<file path="src/hw/rtl/mlfq_pkg.sv">
// Shared types, codes and default sizes for the multilevel feedback queue.
`default_nettype none

package mlfq_pkg;

  localparam int DEF_NUM_LEVELS = 8;
  localparam int DEF_POOL_SLOTS = 64;
  localparam int DEF_PID_BITS   = 16;

  typedef enum logic [1:0] {
    OP_ADMIT    = 2'd0,
    OP_DEMOTE   = 2'd1,
    OP_TERM     = 2'd2,
    OP_TERM_LVL = 2'd3
  } op_t;

  typedef enum logic [2:0] {
    ST_OK       = 3'd0,
    ST_FULL     = 3'd1,
    ST_EMPTY    = 3'd2,
    ST_NOTFOUND = 3'd3,
    ST_BOTTOM   = 3'd4
  } status_t;

  typedef enum logic [1:0] {
    S_IDLE = 2'd0,
    S_PASS = 2'd1,
    S_DONE = 2'd2
  } state_t;

  typedef enum logic [1:0] {
    MODE_COPY  = 2'd0,
    MODE_LOOK  = 2'd1,
    MODE_CARRY = 2'd2
  } mode_t;

  typedef struct packed {
    op_t         operation;
    logic [15:0] process_id;
    logic [2:0]  level;
  } in_item_t;

  typedef struct packed {
    status_t     status;
    logic [2:0]  result_level;
    logic [15:0] result_pid;
    logic [6:0]  total_count;
  } out_item_t;

endpackage

`default_nettype wire

</file>
<file path="src/hw/rtl/mlfq_cell.sv">
// One queue cell: holds one entry and loads its neighbor's entry on each shift.
`default_nettype none

module mlfq_cell #(
  parameter int LVL_W    = 3,
  parameter int PID_BITS = mlfq_pkg::DEF_PID_BITS
) (
  input  wire logic                clk,
  input  wire logic                rst_n,
  input  wire logic                shift,
  input  wire logic                d_valid,
  input  wire logic [LVL_W-1:0]    d_lvl,
  input  wire logic [PID_BITS-1:0] d_pid,
  output logic                     q_valid,
  output logic [LVL_W-1:0]         q_lvl,
  output logic [PID_BITS-1:0]      q_pid
);

  logic                valid_r;
  logic [LVL_W-1:0]    lvl_r;
  logic [PID_BITS-1:0] pid_r;

  always_ff @(posedge clk) begin
    if (!rst_n) begin
      valid_r <= 1'b0;
    end else if (shift) begin
      valid_r <= d_valid;
    end
  end

  always_ff @(posedge clk) begin
    if (shift) begin
      lvl_r <= d_lvl;
      pid_r <= d_pid;
    end
  end

  assign q_valid = valid_r;
  assign q_lvl   = lvl_r;
  assign q_pid   = pid_r;

endmodule

`default_nettype wire

</file>
<file path="src/hw/rtl/mlfq_ctrl.sv">
// Ring controller: edits the entry stream as it rotates past the head of the chain.
`default_nettype none

module mlfq_ctrl #(
  parameter int NUM_LEVELS = mlfq_pkg::DEF_NUM_LEVELS,
  parameter int POOL_SLOTS = mlfq_pkg::DEF_POOL_SLOTS,
  parameter int PID_BITS   = mlfq_pkg::DEF_PID_BITS,
  parameter int LVL_W      = $clog2(NUM_LEVELS)
) (
  input  wire logic                clk,
  input  wire logic                rst_n,
  input  wire logic                start,
  output logic                     busy,
  input  wire mlfq_pkg::in_item_t  in_item,
  output logic                     out_strobe,
  output mlfq_pkg::out_item_t      out_item,
  output logic                     shift,
  input  wire logic                h_valid,
  input  wire logic [LVL_W-1:0]    h_lvl,
  input  wire logic [PID_BITS-1:0] h_pid,
  input  wire logic                n_valid,
  input  wire logic [LVL_W-1:0]    n_lvl,
  input  wire logic [PID_BITS-1:0] n_pid,
  output logic                     y_valid,
  output logic [LVL_W-1:0]         y_lvl,
  output logic [PID_BITS-1:0]      y_pid
);

  localparam int TW   = $clog2(POOL_SLOTS);
  localparam int CNTW = $clog2(POOL_SLOTS + 1);
  localparam int CW   = ((LVL_W > 3) ? LVL_W : 3) + 1;

  mlfq_pkg::state_t    state_r, state_nxt;
  mlfq_pkg::mode_t     mode_r, mode_nxt;
  mlfq_pkg::op_t       op_r, op_nxt;
  mlfq_pkg::out_item_t res_r, res_nxt;
  logic [TW-1:0]       t_r, t_nxt;
  logic [PID_BITS-1:0] pid_r, pid_nxt;
  logic [2:0]          lv_r, lv_nxt;
  logic                hit_r, hit_nxt;
  logic [LVL_W-1:0]    hit_lvl_r, hit_lvl_nxt;
  logic [PID_BITS-1:0] mv_pid_r, mv_pid_nxt;
  logic                skip_r, skip_nxt;
  logic                car_v_r, car_v_nxt;
  logic [LVL_W-1:0]    car_l_r, car_l_nxt;
  logic [PID_BITS-1:0] car_p_r, car_p_nxt;
  logic [CNTW-1:0]     cnt_r, cnt_nxt;

  logic                last;
  logic                nv;
  logic [CW-1:0]       lv_ext;
  logic [CW-1:0]       lv_inc;
  logic [CW-1:0]       h_ext;
  logic [CW-1:0]       n_ext;
  logic [LVL_W-1:0]    lv_ins;

  assign last   = (t_r == TW'(POOL_SLOTS - 1));
  assign nv     = n_valid && !last;
  assign lv_ext = CW'(lv_r);
  assign lv_inc = lv_ext + CW'(1);
  assign h_ext  = CW'(h_lvl);
  assign n_ext  = CW'(n_lvl);
  assign lv_ins = LVL_W'(lv_inc);

  always_ff @(posedge clk) begin
    if (!rst_n) begin
      state_r <= mlfq_pkg::S_IDLE;
      cnt_r   <= '0;
    end else begin
      state_r <= state_nxt;
      cnt_r   <= cnt_nxt;
    end
  end

  always_ff @(posedge clk) begin
    mode_r    <= mode_nxt;
    op_r      <= op_nxt;
    res_r     <= res_nxt;
    t_r       <= t_nxt;
    pid_r     <= pid_nxt;
    lv_r      <= lv_nxt;
    hit_r     <= hit_nxt;
    hit_lvl_r <= hit_lvl_nxt;
    mv_pid_r  <= mv_pid_nxt;
    skip_r    <= skip_nxt;
    car_v_r   <= car_v_nxt;
    car_l_r   <= car_l_nxt;
    car_p_r   <= car_p_nxt;
  end

  always_comb begin
    state_nxt   = state_r;
    mode_nxt    = mode_r;
    op_nxt      = op_r;
    res_nxt     = res_r;
    t_nxt       = t_r;
    pid_nxt     = pid_r;
    lv_nxt      = lv_r;
    hit_nxt     = hit_r;
    hit_lvl_nxt = hit_lvl_r;
    mv_pid_nxt  = mv_pid_r;
    skip_nxt    = skip_r;
    car_v_nxt   = car_v_r;
    car_l_nxt   = car_l_r;
    car_p_nxt   = car_p_r;
    cnt_nxt     = cnt_r;
    shift       = 1'b0;
    y_valid     = h_valid;
    y_lvl       = h_lvl;
    y_pid       = h_pid;
    busy        = (state_r == mlfq_pkg::S_PASS);
    out_strobe  = (state_r == mlfq_pkg::S_DONE);
    out_item    = res_r;

    case (state_r)
      mlfq_pkg::S_IDLE, mlfq_pkg::S_DONE: begin
        state_nxt = mlfq_pkg::S_IDLE;
        if (start) begin
          state_nxt = mlfq_pkg::S_PASS;
          op_nxt    = in_item.operation;
          pid_nxt   = PID_BITS'(in_item.process_id);
          lv_nxt    = in_item.level;
          t_nxt     = '0;
          mode_nxt  = mlfq_pkg::MODE_COPY;
          hit_nxt   = 1'b0;
          car_v_nxt = 1'b0;
          skip_nxt  = ((in_item.operation == mlfq_pkg::OP_ADMIT) &&
                       (cnt_r == CNTW'(POOL_SLOTS))) ||
                      ((in_item.operation == mlfq_pkg::OP_DEMOTE) &&
                       ((CW'(in_item.level) + CW'(1)) >= CW'(NUM_LEVELS)));
        end
      end

      mlfq_pkg::S_PASS: begin
        shift = 1'b1;
        t_nxt = t_r + TW'(1);
        case (mode_r)
          mlfq_pkg::MODE_COPY: begin
            if (!hit_r && !skip_r) begin
              case (op_r)
                mlfq_pkg::OP_ADMIT: begin
                  if (!h_valid || (h_lvl != '0)) begin
                    y_valid   = 1'b1;
                    y_lvl     = '0;
                    y_pid     = pid_r;
                    car_v_nxt = h_valid;
                    car_l_nxt = h_lvl;
                    car_p_nxt = h_pid;
                    mode_nxt  = mlfq_pkg::MODE_CARRY;
                    hit_nxt   = 1'b1;
                  end
                end
                mlfq_pkg::OP_DEMOTE: begin
                  if (h_valid && (h_ext == lv_ext)) begin
                    hit_nxt    = 1'b1;
                    mv_pid_nxt = h_pid;
                    if (!nv || (n_ext > lv_inc)) begin
                      y_valid = 1'b1;
                      y_lvl   = lv_ins;
                      y_pid   = h_pid;
                    end else begin
                      y_valid  = n_valid;
                      y_lvl    = n_lvl;
                      y_pid    = n_pid;
                      mode_nxt = mlfq_pkg::MODE_LOOK;
                    end
                  end
                end
                default: begin
                  if (h_valid && (h_pid == pid_r) &&
                      ((op_r == mlfq_pkg::OP_TERM) || (h_ext == lv_ext))) begin
                    hit_nxt     = 1'b1;
                    hit_lvl_nxt = h_lvl;
                    y_valid     = nv;
                    y_lvl       = n_lvl;
                    y_pid       = n_pid;
                    mode_nxt    = mlfq_pkg::MODE_LOOK;
                  end
                end
              endcase
            end
          end
          mlfq_pkg::MODE_LOOK: begin
            if (op_r == mlfq_pkg::OP_DEMOTE) begin
              if (!nv || (n_ext > lv_inc)) begin
                y_valid  = 1'b1;
                y_lvl    = lv_ins;
                y_pid    = mv_pid_r;
                mode_nxt = mlfq_pkg::MODE_COPY;
              end else begin
                y_valid = n_valid;
                y_lvl   = n_lvl;
                y_pid   = n_pid;
              end
            end else begin
              y_valid = nv;
              y_lvl   = n_lvl;
              y_pid   = n_pid;
            end
          end
          mlfq_pkg::MODE_CARRY: begin
            y_valid   = car_v_r;
            y_lvl     = car_l_r;
            y_pid     = car_p_r;
            car_v_nxt = h_valid;
            car_l_nxt = h_lvl;
            car_p_nxt = h_pid;
          end
          default: begin
            mode_nxt = mlfq_pkg::MODE_COPY;
          end
        endcase

        if (last) begin
          state_nxt = mlfq_pkg::S_DONE;
          if ((op_r == mlfq_pkg::OP_ADMIT) && hit_nxt) begin
            cnt_nxt = cnt_r + CNTW'(1);
          end else if (((op_r == mlfq_pkg::OP_TERM) ||
                        (op_r == mlfq_pkg::OP_TERM_LVL)) && hit_nxt) begin
            cnt_nxt = cnt_r - CNTW'(1);
          end
          res_nxt.total_count = 7'(cnt_nxt);
          case (op_r)
            mlfq_pkg::OP_ADMIT: begin
              res_nxt.status       = skip_r ? mlfq_pkg::ST_FULL : mlfq_pkg::ST_OK;
              res_nxt.result_level = 3'd0;
              res_nxt.result_pid   = 16'(pid_r);
            end
            mlfq_pkg::OP_DEMOTE: begin
              if (skip_r) begin
                res_nxt.status = mlfq_pkg::ST_BOTTOM;
              end else if (hit_nxt) begin
                res_nxt.status = mlfq_pkg::ST_OK;
              end else begin
                res_nxt.status = mlfq_pkg::ST_EMPTY;
              end
              res_nxt.result_level = hit_nxt ? 3'(lv_inc) : lv_r;
              res_nxt.result_pid   = hit_nxt ? 16'(mv_pid_nxt) : 16'd0;
            end
            mlfq_pkg::OP_TERM: begin
              res_nxt.status       = hit_nxt ? mlfq_pkg::ST_OK : mlfq_pkg::ST_NOTFOUND;
              res_nxt.result_level = hit_nxt ? 3'(hit_lvl_nxt) : 3'd0;
              res_nxt.result_pid   = 16'(pid_r);
            end
            default: begin
              res_nxt.status       = hit_nxt ? mlfq_pkg::ST_OK : mlfq_pkg::ST_NOTFOUND;
              res_nxt.result_level = lv_r;
              res_nxt.result_pid   = 16'(pid_r);
            end
          endcase
        end
      end

      default: begin
        state_nxt = mlfq_pkg::S_IDLE;
      end
    endcase
  end

endmodule

`default_nettype wire

</file>
<file path="src/hw/rtl/multilevel_feedback_queue.sv">
// Multilevel feedback queue: a ring of entry cells kept sorted by level, then by arrival.
// Busy stays high while the ring rotates once past the controller, one cell per cycle;
// the result is then shown with out_strobe, and no new item is taken while busy.
// A new item is accepted in the cycle its predecessor's result is shown; results are never held.
// Reset (rst_n low, synchronous): all cells empty, entry count zero, controller idle.
`default_nettype none

module multilevel_feedback_queue #(
  parameter int NUM_LEVELS = mlfq_pkg::DEF_NUM_LEVELS,
  parameter int POOL_SLOTS = mlfq_pkg::DEF_POOL_SLOTS,
  parameter int PID_BITS   = mlfq_pkg::DEF_PID_BITS
) (
  input  wire logic               clk,
  input  wire logic               rst_n,
  input  wire logic               start,
  output logic                    busy,
  input  wire mlfq_pkg::in_item_t in_item,
  output logic                    out_strobe,
  output mlfq_pkg::out_item_t     out_item
);

  localparam int LVL_W = $clog2(NUM_LEVELS);

  logic                shift;
  logic                y_valid;
  logic [LVL_W-1:0]    y_lvl;
  logic [PID_BITS-1:0] y_pid;

  logic [POOL_SLOTS-1:0] c_valid;
  logic [LVL_W-1:0]      c_lvl [POOL_SLOTS];
  logic [PID_BITS-1:0]   c_pid [POOL_SLOTS];

  mlfq_ctrl #(
    .NUM_LEVELS (NUM_LEVELS),
    .POOL_SLOTS (POOL_SLOTS),
    .PID_BITS   (PID_BITS),
    .LVL_W      (LVL_W)
  ) u_ctrl (
    .clk        (clk),
    .rst_n      (rst_n),
    .start      (start),
    .busy       (busy),
    .in_item    (in_item),
    .out_strobe (out_strobe),
    .out_item   (out_item),
    .shift      (shift),
    .h_valid    (c_valid[0]),
    .h_lvl      (c_lvl[0]),
    .h_pid      (c_pid[0]),
    .n_valid    (c_valid[1]),
    .n_lvl      (c_lvl[1]),
    .n_pid      (c_pid[1]),
    .y_valid    (y_valid),
    .y_lvl      (y_lvl),
    .y_pid      (y_pid)
  );

  for (genvar i = 0; i < POOL_SLOTS; i++) begin : g_cell
    if (i == POOL_SLOTS - 1) begin : g_tail
      mlfq_cell #(
        .LVL_W    (LVL_W),
        .PID_BITS (PID_BITS)
      ) u_cell (
        .clk     (clk),
        .rst_n   (rst_n),
        .shift   (shift),
        .d_valid (y_valid),
        .d_lvl   (y_lvl),
        .d_pid   (y_pid),
        .q_valid (c_valid[i]),
        .q_lvl   (c_lvl[i]),
        .q_pid   (c_pid[i])
      );
    end else begin : g_body
      mlfq_cell #(
        .LVL_W    (LVL_W),
        .PID_BITS (PID_BITS)
      ) u_cell (
        .clk     (clk),
        .rst_n   (rst_n),
        .shift   (shift),
        .d_valid (c_valid[i+1]),
        .d_lvl   (c_lvl[i+1]),
        .d_pid   (c_pid[i+1]),
        .q_valid (c_valid[i]),
        .q_lvl   (c_lvl[i]),
        .q_pid   (c_pid[i])
      );
    end
  end

endmodule

`default_nettype wire

</file>
<file path="config.mk">
export PLATFORM = sky130hd
export DESIGN_NAME = multilevel_feedback_queue
export DESIGN_NICKNAME = d
export VERILOG_FILES = /design/src/hw/rtl/mlfq_pkg.sv /design/src/hw/rtl/mlfq_cell.sv /design/src/hw/rtl/mlfq_ctrl.sv /design/src/hw/rtl/multilevel_feedback_queue.sv
export SDC_FILE = /design/constraint.sdc
export NUM_CORES = 1
export LEC_CHECK = 0
export BUFFER_PORTS_ARGS = -buffer_cell sky130_fd_sc_hd__buf_2
export CORE_MARGIN = 1
export CORE_UTILIZATION = 55
export CTS_CLUSTER_DIAMETER = 40
export DETAILED_ROUTE_END_ITERATION = 8
export GPL_TIMING_DRIVEN = 1
export HOLD_SLACK_MARGIN = 0.15
export PLACE_DENSITY_LB_ADDON = 0.1
export SLEW_MARGIN = 5
export SYNTH_ARGS = -nofsm -noshare
export SYNTH_HDL_FRONTEND = slang
export SYNTH_SLANG_ARGS = --single-unit
</file>
<file path="constraint.sdc">
create_clock -name clk -period 42.4 [get_ports clk]
set_input_delay 6.36 -clock clk [delete_from_list [all_inputs] [get_ports clk]]
set_output_delay 6.36 -clock clk [all_outputs]
set_load 0.03 [all_outputs]
</file>
Yosys cells after proc, flatten, opt, wreduce, memory -nomap -nowiden --
Index checks and enable logic that the tools add are counted.
Operators by class: add/subtract/negate cells 5, $lt $le $gt $ge 2, eq/ne operators 28, muxes and demuxes 85, reductions and logical operators 34
Operators with widths (number):
- 16-bit two-way mux | 16
- 22-bit case mux with 3 select lines | 1
- 16-bit case mux with 2 select lines | 2
- 3-bit two-way mux | 17
- 16-bit case mux with 3 select lines | 1
- 2-bit two-way mux | 11
- 1-bit two-way mux | 20
- 16-bit equality test | 1
- 3-bit by 2-bit != test with 1-bit output (second input constant) | 5
- 7-bit two-way mux | 2
- 2-bit case mux with 2 select lines | 3
- 3-bit case mux with 2 select lines | 2
- 6-bit case mux with 2 select lines | 1
- 1-bit case mux with 2 select lines | 5
- 10-bit AND reduction | 1
- 1-bit logical AND | 9
- 3-bit case mux with 3 select lines | 1
- 3-bit by 1-bit adder with 4-bit output (second input constant) | 2
- 2-bit by 1-bit equality test with 1-bit output (second input constant) | 4
- 2-bit equality test (second input constant) | 4
- 2-bit logical NOT | 4
- 2-bit by 1-bit != test with 1-bit output (second input constant) | 4
- 4-bit by 3-bit != test with 1-bit output (second input constant) | 2
- 7-bit by 1-bit adder with 7-bit output (second input constant) | 1
- other kinds (22) | 35
Word-level totals: bits in registers 1388, input bits 24, output and inout bits 31, logic and storage cells 364

Logic depth before layout (Yosys ltp) --
depth in word-level cells 11, gate-level depth with buffers 11, depth with buffers taken out 10

Modules after synthesis --
From an unflattened synthesis, not the netlist that was laid out.
Unflattened totals: cells, all modules 2014, area, all modules 45135.8 um2
Modules (own cells, without submodules):
- mlfq_cell | instances 64, cells an instance 22, area each 606.8 um2, seq. area each 590.6 um2
- mlfq_ctrl | instances 1, cells an instance 606, area each 6298.5 um2, seq. area each 3153.0 um2

Worst setup path after synthesis --
No wires, ideal clock.
path type register to output, start point register u_ctrl.state_r[1], end point output port busy, arrival 34400 ps, data required time 36040 ps, slack 1640 ps, cell stages (with the launch flop) 5, buffers on the path 2, path through dfxtp_1 -> nand2b_1 -> clkinv_1 -> clkbuf_1 -> clkbuf_1
On the way: cells in the longest elaborated chain, start to end 1
Ends and longest elaborated chain:
- start, declared | line mlfq_ctrl.sv:33 | mlfq_pkg::state_t state_r, state_nxt;
- start signal, assigned | line mlfq_ctrl.sv:67 | state_r <= mlfq_pkg::S_IDLE;
- start signal, assigned | line mlfq_ctrl.sv:70 | state_r <= state_nxt;
- 2-bit by 1-bit equality test with 1-bit output | line mlfq_ctrl.sv:111 | busy = (state_r == mlfq_pkg::S_PASS);
- end, declared | line multilevel_feedback_queue.sv:16 | output logic busy,
Every way passes these cells.

Final worst setup path --
Same ends and word-level chain as after synthesis.

==> impl_metrics.tcl <==
set metrics [dict create \
    grt_overflow_total 0 \
    ys_warn_count 0 \
    insertion_delay_ps 730 \
    post-route-min-period_ps 8580 \
    placement.setup.worst_slack_ps 34110 \
    initialDrtViolationCount 1683 \
    overall_global_routing_usage_pct 16.86 \
    syn-num-nets 2158 \
    timing.max_slew.rel_slack_pct 20.01 \
    postSynth.asyncResetShare_pct 0 \
    dpl.hpwl_mm 34.71 \
    drt_pass_1_iters 6 \
    power_leakage_nw 17.09 \
    dr_total_vias 18990 \
    crit_type "flop to output port" \
    layout.core_utilization_pct 64.32 \
    power.switching_fraction_pct 21.21 \
    critical_path.endpoint_type "output port" \
    largest_net_degree_at_the_start_of_global_routing 218 \
    setup_failing_eps_final 0 \
    finalNetCount 2333 \
    synth-seq-area-share_pct 90.26 \
    final_cell_count_no_fill 3489 \
    ctsLongestPathBuffers 3 \
    p_clk_share_pct 43.5 \
    diodes 0 \
    mappedNetlistArea_mm2 0.04537 \
    vdd_ir_drop_max_v 0.00004111 \
    via_per_inst 5.443 \
    power.share.combinational_pct 2.7 \
    maxCapViolations 0 \
    synth_enable_flop_cells 1315 \
    vias_in_the_first_global_route 18410 \
    worstMarginPinSlew_ps 1200 \
    post_synthesis_register_bit_count 1388 \
    post-place-cells 3206 \
    switching_power_w 0.0006427 \
    syn_to_final_growth_pct 14.93 \
    grt_antenna_before_repair 1 \
    ys_types 80 \
    cts.root.buffer_cell "clkbuf_16" \
    routability_congestion_estimate_from_global_placement 0.8428 \
    crit_path_start_kind "flop" \
    hold_viol 0 \
    clock-skew-final_ps 20.68 \
    dominantRegCellSynth "edfxtp_1" \
    min_path_type "flop to flop" \
    htreeDepth 4 \
    cp_max_fo 75 \
    synthesized_netlist_cell_count 2127 \
    timing.critical_path.required_ps 36040 \
    port_buffers 54 \
    design_internal_power_w 0.002388 \
    slew_viol_final 0 \
    cts_num_sinks 1388 \
    achievable-frequency_mhz 116.5 \
    tritoncts "yes" \
    num_cts_buffers 154 \
    fin_setup_tns_ps 0 \
    p_total_w 0.003031 \
    worst_ep_arrival_time_ps 2220 \
    status "completed" \
    rsz0062_at_grt "no" \
    power_frac_seq_pct 53.8 \
    cts_hold_buf 0 \
    timing.final.crit_share_pct 20.24 \
    floorplan.initialDensity_pct 55.97 \
    synthesized_area_per_cell_um2 21.33 \
    die_h_um 289.2 \
    antenna_left 0 \
    layout_setup_ws_ps 33820 \
    io_pins 55 \
    core.rowCount 104 \
    p_per_area_mw_per_mm2 58.13 \
    chipWidth_um 289.2 \
    die_area_mm2 0.08364 \
    wire_length_of_the_first_global_routing_pass_mm 107.2 \
    mean_routed_wirelength_per_cell_um 19.29 \
    drt_drc_violations_left 0 \
    core_mm2 0.08107 \
    drive_gt1_share_pct 15.15 \
    clkTransAtPathRegs_ps 60 \
    cts_resized 0 \
    postRouteWirelength_mm 67.29 \
    post_cts.repair.setup_buffers 0 \
]
[cell usage after synthesis (3+ instances only)]
library cell  instances  share of area, %
edfxtp_1           1315                87
nand2_1             206               1.7
dfxtp_1              73               3.2
a21boi_0             65               1.1
o21ai_0              49              0.54
a21oi_1              42              0.46
clkbuf_1             37              0.31
nor2_1               37              0.31
xnor2_1              29              0.56
mux2i_1              25              0.55
mux2_2               20              0.50
o221ai_1             19              0.37
nand3_1              17              0.19
inv_1                13              0.11
nand4_1              12              0.17
buf_1                11             0.091
nand2b_1             11              0.15
o211ai_1              9              0.15
a31oi_1               8              0.11
ha_1                  7              0.19
a211oi_1              6             0.099
buf_2                 6             0.066
a311o_1               5              0.11
and2_1                5             0.069
nor2b_1               5             0.069
nor3_1                5             0.055
o211a_1               5              0.11
o21ai_1               5             0.055
a22oi_1               4             0.066
a2111oi_0             3             0.058
a21o_1                3             0.050
a22o_1                3             0.058
a32oi_1               3             0.058
o2bb2ai_1             3             0.058
or2_2                 3             0.041
or3_1                 3             0.041
[registers in the layout (all words and copies together), names as in the netlist, 3 cells and up]
register and cells:
u_ctrl.cnt_r 7, g_cell.g_tail.u_cell.q_pid 16, u_ctrl.t_r 6, u_ctrl.mv_pid_r 16
u_ctrl.car_l_r 3, u_ctrl.hit_lvl_r 3, u_ctrl.out_item 29, g_cell.g_body.u_cell.q_valid 63
u_ctrl.lv_r 3, g_cell.g_body.u_cell.q_lvl 189, g_cell.g_body.u_cell.q_pid 1008, u_ctrl.car_p_r 16
g_cell.g_tail.u_cell.q_lvl 3, u_ctrl.pid_r 16
[cells by family (layout without fill, tap and decap cells)]
kind of cell,count (synthesis),in the layout,synth area share [%]
adders and majority gates,8,8,0.2179
DFF,1388,1388,90.26
muxes,45,45,1.048
and+or+nand+nor,320,320,3.127
xor gates and xnor gates,31,31,0.5984
buffers and inverters,73,375,0.6646
AOI/OAI and AO/OA,262,262,4.087
[per-layer routing]
metal	global-route usage, %	vias to the layer above	wire (um)
li1	-	8712	-
met1	27.59	9648	34130
met2	21.78	474	28110
met3	3.543	156	3158
met4	7.303	0	1891
met5	0	-	0
[final cells by class]
cell class	instances	area (um2)
clock buffers	176	3968
clock inverters	107	1215
fillers	5418	28930
inverters	15	63.81
multi-input cells	666	4139
flip-flops and latches	1388	40950
well taps	1060	1326
repair buffers	77	480.5
[worst paths after layout]
kind | slack, ps | end | depth (start not counted) | startpoint
setup / recovery | 33820 | busy | 4 | u_ctrl.state_r[1]
hold / removal | 400 | g_cell[59].g_body.u_cell.q_pid[14] | 0 | g_cell[60].g_body.u_cell.q_pid[14]
setup reg to reg | 36410 | g_cell[43].g_body.u_cell.q_pid[5] | 8 | u_ctrl.state_r[1]
hold reg to reg | 400 | g_cell[59].g_body.u_cell.q_pid[14] | 0 | g_cell[60].g_body.u_cell.q_pid[14]
[metrics by stage]
| step | area (um2) | hold slack (ps) |
|---|---|---|
| 2_1_floorplan | 45370 | 400.3 |
| 3_3_place_gp | 46960 | 401.3 |
| 3_5_place_dp | 46960 | 404.5 |
| 4_1_cts | 52140 | 405.6 |
| 5_1_grt | 52140 | 408.3 |
| 6_report | 52140 | 397.3 |
[worst max-delay path: stages (launching register included)]
cell and delay (ps):
dfxtp_1 300, nand2b_2 160, buf_4 250, inv_8 380, buf_2 300
[placed cells by master (no fill, tap or decap), drive strengths merged, types with 13 or more instances in the layout]
master / Yosys / layout
edfxtp: 1315 / 1315
nand2: 207 / 207
clkbuf: 38 / 176
buf: 20 / 77
dfxtp: 73 / 73
a21boi: 66 / 66
clkinv: 1 / 59
o21ai: 56 / 56
a21oi: 43 / 43
nor2: 39 / 39
inv: 14 / 37
xnor2: 29 / 29
mux2i: 25 / 25
mux2: 20 / 20
o221ai: 19 / 19
nand3: 17 / 17
bufinv: 0 / 13
clkinvlp: 0 / 13
nand4: 13 / 13
[power groups by stage]
stage                     Combinational (W)  Sequential (W)  Clock [W]
after global routing              0.0000909         0.00164    0.00141
after floorplan                   0.0000584         0.00178          0
after global placement            0.0000808         0.00166          0
after CTS                         0.0000836         0.00163    0.00135
final                             0.0000827         0.00163    0.00132
after detailed placement          0.0000838         0.00166          0
(Power assumes the default switching activity.)
